<file path="config.mk">
export PLATFORM = sky130hd
export DESIGN_NAME = tcp_udp_ipv4_checksum
export DESIGN_NICKNAME = d
export VERILOG_FILES = /design/src/rtl/tuc_pkg.sv /design/src/rtl/tuc_fifo.sv /design/src/rtl/tuc_front.sv /design/src/rtl/tuc_back.sv /design/src/rtl/tcp_udp_ipv4_checksum.sv
export SDC_FILE = /design/constraint.sdc
export NUM_CORES = 1
export LEC_CHECK = 0
export BUFFER_PORTS_ARGS = -buffer_cell sky130_fd_sc_hd__buf_2
export CAP_MARGIN = 20
export CORE_MARGIN = 4
export CORE_UTILIZATION = 45
export DETAILED_ROUTE_END_ITERATION = 10
export GPL_ROUTABILITY_DRIVEN = 0
export GPL_TIMING_DRIVEN = 0
export SLEW_MARGIN = 30
export SYNTH_ARGS = -nofsm -noshare
export SYNTH_HDL_FRONTEND = slang
export SYNTH_SLANG_ARGS = --single-unit
</file>
<file path="constraint.sdc">
create_clock -name clock -period 9.7 [get_ports clock]
set_clock_uncertainty 0.1 [all_clocks]
set_input_delay 0.485 -clock clock [delete_from_list [all_inputs] [get_ports clock]]
set_output_delay 0.485 -clock clock [all_outputs]
set_load 0.01 [all_outputs]
</file>
<file path="src/rtl/tuc_pkg.sv">
// ----------------------------------------------------------------------------
// tuc_pkg
// Shared constants and beat types for the TCP/UDP over IPv4 checksum block.
// ----------------------------------------------------------------------------
package tuc_pkg;

   localparam int CountW           = 16;
   localparam int MaxPacketBytesDef = 65535;
   localparam int MidDepth         = 4;
   localparam int RspDepth         = 2;

   localparam int AddrFirst   = 12;
   localparam int AddrLast    = 19;
   localparam int MinIhl      = 5;
   localparam int TcpFixed    = 20;
   localparam int UdpFixed    = 8;
   localparam int TcpSkipWord = 8;
   localparam int UdpSkipWord = 3;
   localparam int ProtoTcp    = 6;
   localparam int ProtoUdp    = 17;

   typedef struct packed {
      logic              add;
      logic [15:0]       word;
      logic              last;
      logic              err;
      logic              tcp;
      logic [CountW-1:0] l4_len;
      logic [7:0]        pad_hi;
   } mid_entry_type;

   typedef struct packed {
      logic [15:0] checksum;
      logic        error;
   } rsp_entry_type;

endpackage

</file>
<file path="src/rtl/tuc_fifo.sv">
// ----------------------------------------------------------------------------
// tuc_fifo
// Small register queue with count based full and empty flags.
// ----------------------------------------------------------------------------
module tuc_fifo #(
   parameter int WIDTH = 8,
   parameter int DEPTH = 4
) (
   input  logic             clock,
   input  logic             reset,
   input  logic             wr,
   input  logic [WIDTH-1:0] wdata,
   input  logic             rd,
   output logic [WIDTH-1:0] rdata,
   output logic             full,
   output logic             empty
);

   localparam int PtrW = (DEPTH > 1) ? $clog2(DEPTH) : 1;
   localparam int CntW = $clog2(DEPTH + 1);

   logic [WIDTH-1:0] mem_ff [DEPTH];
   logic [PtrW-1:0]  wr_ptr_ff, wr_ptr_in;
   logic [PtrW-1:0]  rd_ptr_ff, rd_ptr_in;
   logic [CntW-1:0]  cnt_ff, cnt_in;
   logic             do_wr, do_rd;

   assign full  = (cnt_ff == CntW'(DEPTH));
   assign empty = (cnt_ff == '0);
   assign do_wr = wr && !full;
   assign do_rd = rd && !empty;
   assign rdata = mem_ff[rd_ptr_ff];

   always_comb begin
      wr_ptr_in = wr_ptr_ff;
      rd_ptr_in = rd_ptr_ff;
      cnt_in    = cnt_ff;
      if (do_wr) begin
         wr_ptr_in = (wr_ptr_ff == PtrW'(DEPTH - 1)) ? '0 : wr_ptr_ff + 1'b1;
      end
      if (do_rd) begin
         rd_ptr_in = (rd_ptr_ff == PtrW'(DEPTH - 1)) ? '0 : rd_ptr_ff + 1'b1;
      end
      if (do_wr && !do_rd) begin
         cnt_in = cnt_ff + 1'b1;
      end else if (do_rd && !do_wr) begin
         cnt_in = cnt_ff - 1'b1;
      end
   end

   always_ff @(posedge clock) begin
      if (reset) begin
         wr_ptr_ff <= '0;
         rd_ptr_ff <= '0;
         cnt_ff    <= '0;
      end else begin
         wr_ptr_ff <= wr_ptr_in;
         rd_ptr_ff <= rd_ptr_in;
         cnt_ff    <= cnt_in;
      end
   end

   always_ff @(posedge clock) begin
      if (do_wr) begin
         mem_ff[wr_ptr_ff] <= wdata;
      end
   end

endmodule

</file>
<file path="src/rtl/tuc_front.sv">
// ----------------------------------------------------------------------------
// tuc_front
// Takes packet bytes, tracks the position in the packet, pairs bytes into
// words and marks which words enter the sum; works out the length and error
// of a packet on its last byte.
// ----------------------------------------------------------------------------
module tuc_front import tuc_pkg::*; #(
   parameter int MAX_PACKET_BYTES = MaxPacketBytesDef
) (
   input  logic          clock,
   input  logic          reset,
   input  logic          accept,
   input  logic [7:0]    req_data_byte,
   input  logic          req_op,
   input  logic          req_last,
   output mid_entry_type entry
);

   localparam logic [CountW-1:0] MaxPos = CountW'(MAX_PACKET_BYTES);

   logic [CountW-1:0] cnt_ff, cnt_in;
   logic [3:0]        ihl_ff, ihl_in;
   logic              tcp_ff, tcp_in;
   logic [7:0]        high_ff, high_in;

   logic [CountW-1:0] pos, total, off;
   logic [3:0]        ihl;
   logic [5:0]        hdr;
   logic              first, tcp, in_range, in_addr, hdr_ok, in_l4, take, odd;
   logic [CountW-2:0] skip;
   logic [CountW:0]   diff;
   logic [CountW-1:0] fixed;

   always_comb begin
      pos      = cnt_ff;
      first    = (pos == '0);
      ihl      = first ? req_data_byte[3:0] : ihl_ff;
      tcp      = first ? req_op : tcp_ff;
      hdr      = {ihl, 2'b00};
      in_range = (pos < MaxPos);
      in_addr  = (pos >= CountW'(AddrFirst)) && (pos <= CountW'(AddrLast));
      hdr_ok   = (ihl >= 4'(MinIhl));
      in_l4    = hdr_ok && (pos >= CountW'(hdr));
      off      = pos - CountW'(hdr);
      odd      = pos[0];
      skip     = tcp ? (CountW-1)'(TcpSkipWord) : (CountW-1)'(UdpSkipWord);
      take     = in_range && (in_addr || in_l4);
      high_in  = (take && !odd) ? req_data_byte : high_ff;
      total    = in_range ? pos + 1'b1 : pos;
      diff     = {1'b0, total} - (CountW+1)'(hdr);
      fixed    = tcp ? CountW'(TcpFixed) : CountW'(UdpFixed);

      entry.add    = take && odd && (in_addr || (off[CountW-1:1] != skip));
      entry.word   = {high_ff, req_data_byte};
      entry.last   = req_last;
      entry.err    = !hdr_ok || diff[CountW] || (diff[CountW-1:0] < fixed);
      entry.tcp    = tcp;
      entry.l4_len = diff[CountW-1:0];
      entry.pad_hi = diff[0] ? high_in : 8'h00;

      cnt_in = cnt_ff;
      ihl_in = ihl_ff;
      tcp_in = tcp_ff;
      if (accept) begin
         if (req_last) begin
            cnt_in = '0;
            ihl_in = '0;
            tcp_in = 1'b0;
         end else begin
            cnt_in = total;
            ihl_in = ihl;
            tcp_in = tcp;
         end
      end
   end

   always_ff @(posedge clock) begin
      if (reset) begin
         cnt_ff <= '0;
         ihl_ff <= '0;
         tcp_ff <= 1'b0;
      end else begin
         cnt_ff <= cnt_in;
         ihl_ff <= ihl_in;
         tcp_ff <= tcp_in;
      end
   end

   always_ff @(posedge clock) begin
      if (reset) begin
         high_ff <= '0;
      end else if (accept) begin
         high_ff <= high_in;
      end
   end

endmodule

</file>
<file path="src/rtl/tuc_back.sv">
// ----------------------------------------------------------------------------
// tuc_back
// Folds marked words into the running ones-complement sum and, on the last
// beat of a packet, adds the pseudo header trailer and forms the checksum.
// ----------------------------------------------------------------------------
module tuc_back import tuc_pkg::*; (
   input  logic          clock,
   input  logic          reset,
   input  logic          mid_empty,
   input  mid_entry_type mid_entry,
   output logic          mid_pop,
   input  logic          rsp_full,
   output logic          rsp_wr,
   output rsp_entry_type rsp_entry
);

   typedef struct packed {
      logic [15:0]       sum;
      logic              err;
      logic              tcp;
      logic [CountW-1:0] l4_len;
      logic [7:0]        pad_hi;
   } fin_type;

   logic [15:0] running_ff, running_in;
   logic        fin_vld_ff, fin_vld_in;
   fin_type     fin_ff, fin_in;

   logic        fin_ready;
   logic [16:0] acc;
   logic [15:0] nsum;
   logic [17:0] total;
   logic [16:0] fold1;
   logic [15:0] fold2;

   always_comb begin
      rsp_wr    = fin_vld_ff && !rsp_full;
      fin_ready = !fin_vld_ff || !rsp_full;
      mid_pop   = !mid_empty && (!mid_entry.last || fin_ready);

      acc  = {1'b0, running_ff} + (mid_entry.add ? {1'b0, mid_entry.word} : 17'd0);
      nsum = acc[15:0] + 16'(acc[16]);

      running_in = running_ff;
      if (mid_pop) begin
         running_in = mid_entry.last ? 16'd0 : nsum;
      end

      fin_in.sum    = nsum;
      fin_in.err    = mid_entry.err;
      fin_in.tcp    = mid_entry.tcp;
      fin_in.l4_len = mid_entry.l4_len;
      fin_in.pad_hi = mid_entry.pad_hi;
      fin_vld_in    = (fin_vld_ff && !rsp_wr) || (mid_pop && mid_entry.last);

      total = 18'(fin_ff.sum) + 18'(fin_ff.l4_len) + 18'({fin_ff.pad_hi, 8'h00})
            + (fin_ff.tcp ? 18'(ProtoTcp) : 18'(ProtoUdp));
      fold1 = 17'(total[15:0]) + 17'(total[17:16]);
      fold2 = fold1[15:0] + 16'(fold1[16]);

      rsp_entry.checksum = fin_ff.err ? 16'd0 : ~fold2;
      rsp_entry.error    = fin_ff.err;
   end

   always_ff @(posedge clock) begin
      if (reset) begin
         running_ff <= '0;
         fin_vld_ff <= 1'b0;
      end else begin
         running_ff <= running_in;
         fin_vld_ff <= fin_vld_in;
      end
   end

   always_ff @(posedge clock) begin
      if (mid_pop && mid_entry.last) begin
         fin_ff <= fin_in;
      end
   end

   a_sum_cleared: assert property (@(posedge clock) disable iff (reset)
      mid_pop && mid_entry.last |=> running_ff == 16'd0)
      else $error("running sum not cleared after the last beat of a packet");

   a_fin_holds: assert property (@(posedge clock) disable iff (reset)
      fin_vld_ff && !rsp_wr |=> fin_vld_ff && $stable(fin_ff))
      else $error("pending result lost while the result queue was full");

   a_word_no_wait: assert property (@(posedge clock) disable iff (reset)
      !mid_empty && !mid_entry.last |-> mid_pop)
      else $error("a word beat was held back in the accumulator");

endmodule

</file>
<file path="src/rtl/tcp_udp_ipv4_checksum.sv">
// ----------------------------------------------------------------------------
// tcp_udp_ipv4_checksum
// TCP or UDP checksum over an IPv4 packet streamed one byte per beat.
// ----------------------------------------------------------------------------
// The block takes one packet byte on every clock cycle while full is low,
// with no gap needed between bytes or packets, and gives one result per
// packet. The front part classifies each byte and queues it; the
// accumulator takes one queued beat per cycle, but holds a last beat back
// while an earlier result waits on a full result queue, and it adds a
// 16-bit word on every second byte that counts. The result of a packet
// is registered in the accumulator and waits there while the result queue
// is full; the input then stalls once the four-entry queue between the two
// parts has filled. The checksum is in network order with its first wire
// byte in bits 15:8, and it is zero whenever the error flag is set.
module tcp_udp_ipv4_checksum import tuc_pkg::*; #(
   parameter int MAX_PACKET_BYTES = MaxPacketBytesDef
) (
   input  logic        clock,
   input  logic        reset,
   input  logic        push,
   output logic        full,
   input  logic [7:0]  req_data_byte,
   input  logic        req_op,
   input  logic        req_last,
   output logic        empty,
   input  logic        pop,
   output logic [15:0] rsp_checksum,
   output logic        rsp_error
);

   localparam int MidW = $bits(mid_entry_type);
   localparam int RspW = $bits(rsp_entry_type);

   logic          accept;
   mid_entry_type front_entry, mid_entry;
   logic [MidW-1:0] mid_rdata;
   logic          mid_empty, mid_pop;
   logic          rsp_full, rsp_wr;
   rsp_entry_type back_rsp, out_rsp;
   logic [RspW-1:0] rsp_rdata;

   assign accept       = push && !full;
   assign mid_entry    = mid_entry_type'(mid_rdata);
   assign out_rsp      = rsp_entry_type'(rsp_rdata);
   assign rsp_checksum = out_rsp.checksum;
   assign rsp_error    = out_rsp.error;

   tuc_front #(
      .MAX_PACKET_BYTES (MAX_PACKET_BYTES)
   ) u_front (
      .clock         (clock),
      .reset         (reset),
      .accept        (accept),
      .req_data_byte (req_data_byte),
      .req_op        (req_op),
      .req_last      (req_last),
      .entry         (front_entry)
   );

   tuc_fifo #(
      .WIDTH (MidW),
      .DEPTH (MidDepth)
   ) u_mid_fifo (
      .clock (clock),
      .reset (reset),
      .wr    (accept),
      .wdata (front_entry),
      .rd    (mid_pop),
      .rdata (mid_rdata),
      .full  (full),
      .empty (mid_empty)
   );

   tuc_back u_back (
      .clock     (clock),
      .reset     (reset),
      .mid_empty (mid_empty),
      .mid_entry (mid_entry),
      .mid_pop   (mid_pop),
      .rsp_full  (rsp_full),
      .rsp_wr    (rsp_wr),
      .rsp_entry (back_rsp)
   );

   tuc_fifo #(
      .WIDTH (RspW),
      .DEPTH (RspDepth)
   ) u_rsp_fifo (
      .clock (clock),
      .reset (reset),
      .wr    (rsp_wr),
      .wdata (back_rsp),
      .rd    (pop),
      .rdata (rsp_rdata),
      .full  (rsp_full),
      .empty (empty)
   );

endmodule
</file>
==> summary by stage <==
Route
The number of iterations in the first detailed-routing pass is 7. The residual DRC count is 0. The average wire per cell in the routed design is approximately 19 um.

In this run the remaining antenna-violating nets after routing total 0. The total detailed-routing wirelength is 34.51 mm. In the routed layout, each cell is associated on average with a via count of 5.583. The detailed router finished its first iteration with 618 violations. The detailed router placed 10043 vias in this run.

Timing
The final number of setup-violating endpoints is 0. The clock period minus worst slack is 8637 ps. Setup total negative slack on the finished layout was measured at 0 ps. The number of hold-slack violations in the final timing report is 0. For the pin with the worst max-slew slack, the measured transition is 955.8 ps.

In the finished design, the share of the clock period the worst path needs comes to 89.04%. The maximum achievable frequency is 115.8 MHz. The max-slew violation count was 0. Setup repair after global routing left no endpoint under its margin. The worst slew margin relative to its limit is 36.28%. On the final layout, the worst hold slack is 119.4 ps.

Yosys
The portion of synthesized area spent on multiplexers is around 9.1%. Ranked by total cell area, the synthesized netlist is headed by edfxtp_1 48%, dfxtp_1 7.6%, mux4_2 6.1%. Synthesis inferred 312 register bits. The main combinational cell family by area after synthesis is simple AND/OR/NAND/NOR gates. The most used flip-flop cell after synthesis is edfxtp_1. Sequential cells were found to cover 55.54% of the synthesized design area. The leading cell type by number of instances after synthesis is edfxtp_1. The Yosys step of the flow raised 0 warnings. By count the netlist is led by 252 x edfxtp_1, 134 x nor2_1, 69 x ha_1.

Synthesis instantiated 77 different standard cells from the library. After Yosys synthesis, full adders, half adders and majority gates account for between 6 and 7% of the synthesized area. Summing the areas of all compound-gate instances in the mapped netlist gives 10.07% of the synthesized area. After synthesis, the mean cell area works out to 12.66 um^2.

After synthesis, the largest area contributor takes up approximately 48% of total cell area. Counting every net in the synthesized netlist gives roughly 1300. The number of cells produced by synthesis is 1247. In this run the cell area of the synthesized design comes to 15790 um^2. The fraction of the mapped netlist area in simple logic gates is ~11%. The largest area contributor in the netlist is edfxtp_1.

Yosys mapped a number of flops with a built-in enable equal to ~250. Counting flops with an async set or reset pin after synthesis yields a share of 0%. The xor-xnor portion of the synthesized cell area is 5.350%.

Clocking
The H-tree was split into 2 levels. The clock passes through at most 3 buffers. The CTS tree is built.

The number of setup buffers added after CTS is 0. For the worst-skew pair, the clock arrives at the later sink with an insertion delay of 510 ps. The tree is rooted in a clkbuf_16.

The clock transition at the registers of the reported paths is 60 ps. For this design, the CTS-stage hold fixing added 0 buffers. The post-cts gate resize count is 0.

The number of clock sinks is 312. The number of buffers added by the clock tree synthesis step is 34.

Floorplanning
The die is 195.3 um wide. The die outline area is around 38000 um^2. The number of rows in the core area is 68. The count of boundary I/O pins is 33. The floorplan step defined a core boundary enclosing about 35000 um^2. The initial utilization of the core area, before any placement, comes to between 40% and 50%. The die is about 200 um tall.

Setup path
The arrival time reported for the critical path endpoint is 8770 ps. On the critical path, the stage with the largest delay is an instance of nor4b_1. The family with the most delay on the worst path is simple AND/OR/NAND/NOR gates. At the worst endpoint, the required time is 9840 ps. The worst setup path is captured at a flip-flop.

The class of the most critical setup path is flip-flop to flip-flop. The delay of the slowest cell on the worst path is ~500 ps. The type of element launching the critical path is a flip-flop. The maximum fanout count along the critical path is 7. The combined buffer and inverter count along the critical path is 1.

Final layout
Once layout is complete, the cells apart from fillers number 1799. The fill cell instance count of the final layout is 3059. The repair_antennas step left the layout with diodes totalling 0. The final instance area is 17730 um^2. The area growth from synthesis to layout is 12.32%. The proportion of layout cells with a drive suffix above 1 is 13.69%. In the final design database the tool counted 1410 nets.

Place
The estimated wirelength of the detail-placed design is 24.91 mm. The port buffer count is 31. The placed cell count is about 1700. The cell area reported after detailed placement is between 15000 and 20000 um^2.

Global routing
The number of antenna violations at the first check in global routing is 0. The via count of the first global-routing pass is 9899. The global-route congestion overflow total is 0. In the global route stage, overall resource usage came out at 18.05%. The wire length of the first global-routing pass is 54.80 mm. The maximum number of pins on one net before global-route repair is 41.

Worst hold path
The path class of the tightest hold or removal check is input pin to flip-flop.

Run status
The flow ran to the end, and the final reports show no timing, DRC or antenna violations.

Job
The reported max-cap violation count is 0.
-- registers in the layout (all words and copies together), names as in the netlist, 2 cells and up, named ones only --
name	flops
u_back.fin_ff	41
u_back.running_ff	16
u_front.cnt_ff	16
u_front.high_ff	8
u_front.ihl_ff	4
u_mid_fifo.cnt_ff	3
u_mid_fifo.mem_ff	176
u_mid_fifo.rd_ptr_ff	2
u_mid_fifo.wr_ptr_ff	2
u_rsp_fifo.cnt_ff	2
u_rsp_fifo.mem_ff	34
-- metal layers --
metal	share of wire [%]	track usage (%)	vias up	wire length, um
met5	0	0	-	0
met4	1.6	3.931	0	536
met3	3.7	2.553	35	1267
met2	49	30.57	174	17070
met1	45	25.03	4960	15640
li1	-	-	4874	-
-- cells by family (layout without fill, tap and decap cells) --
kind of cell | after synthesis | count (layout)
buffers and inverters | 91 | 188
and+or+nand+nor | 357 | 357
AOI/OAI and AO/OA | 230 | 230
adders and majority gates | 76 | 76
xor gates and xnor gates | 94 | 94
muxes | 87 | 87
DFF | 312 | 312
-- layout by cell type (no fill, tap or decap), drive strengths merged, types with 43 or more instances in the layout --
cell and instances:
dfxtp 60, clkbuf 86, edfxtp 252, ha 69, inv 48, nor2 134
mux4 43, a21oi 53, xnor2 55, nand2 54, o21ai 45, buf 44
-- cell type report --
type                            instances  area, um^2  area share, %
Buffer                                 46       180.2          1.016
Inverter                               45       168.9         0.9525
Tap cell                              455       569.3          3.210
Clock inverter                         13       113.9         0.6421
Timing Repair Buffer                   37       281.5          1.588
Clock buffer                           47       939.7          5.299
Sequential cell                       312        8768          49.45
Multi-Input combinational cell        844        6711          37.85
-- worst paths after layout --
kind / endpoint / depth (start not counted) / slack [ps] / startpoint
hold / removal: u_mid_fifo.mem_ff[3][32]$_DFFE_PP_ / 1 / 120 / req_data_byte[5]
setup / recovery: u_rsp_fifo.mem_ff[1][15]$_DFFE_PP_ / 36 / 1060 / u_back.fin_ff[10]$_DFFE_PP_
hold reg to reg: u_mid_fifo.rd_ptr_ff[1]$_SDFFE_PP0P_ / 2 / 390 / u_mid_fifo.rd_ptr_ff[1]$_SDFFE_PP0P_
setup reg to reg: u_rsp_fifo.mem_ff[1][15]$_DFFE_PP_ / 36 / 1060 / u_back.fin_ff[10]$_DFFE_PP_
-- worst reg2reg max path, delay by kind of cell, from the launching register on --
kind / cells / cell delay, ps
xor gates and xnor gates: 3 / 520
AOI/OAI and AO/OA: 10 / 2210
DFF: 1 / 390
buffers and inverters: 1 / 190
and+or+nand+nor: 16 / 3440
adders and majority gates: 6 / 1520
-- through the flow --
| stage | setup slack [ps] | utilization [%] |
|---|---|---|
| after floorplan | 2494 | - |
| after global placement | 1283 | 47.80 |
| after detailed placement | 1150 | 48.24 |
| after CTS | 1091 | 51.29 |
| after global routing | 34.51 | 51.34 |
| final | 1063 | 51.34 |
Power is left out: the tool's default activity adds up to more than one toggle a clock period on the data nets, which glitch-free logic cannot reach.
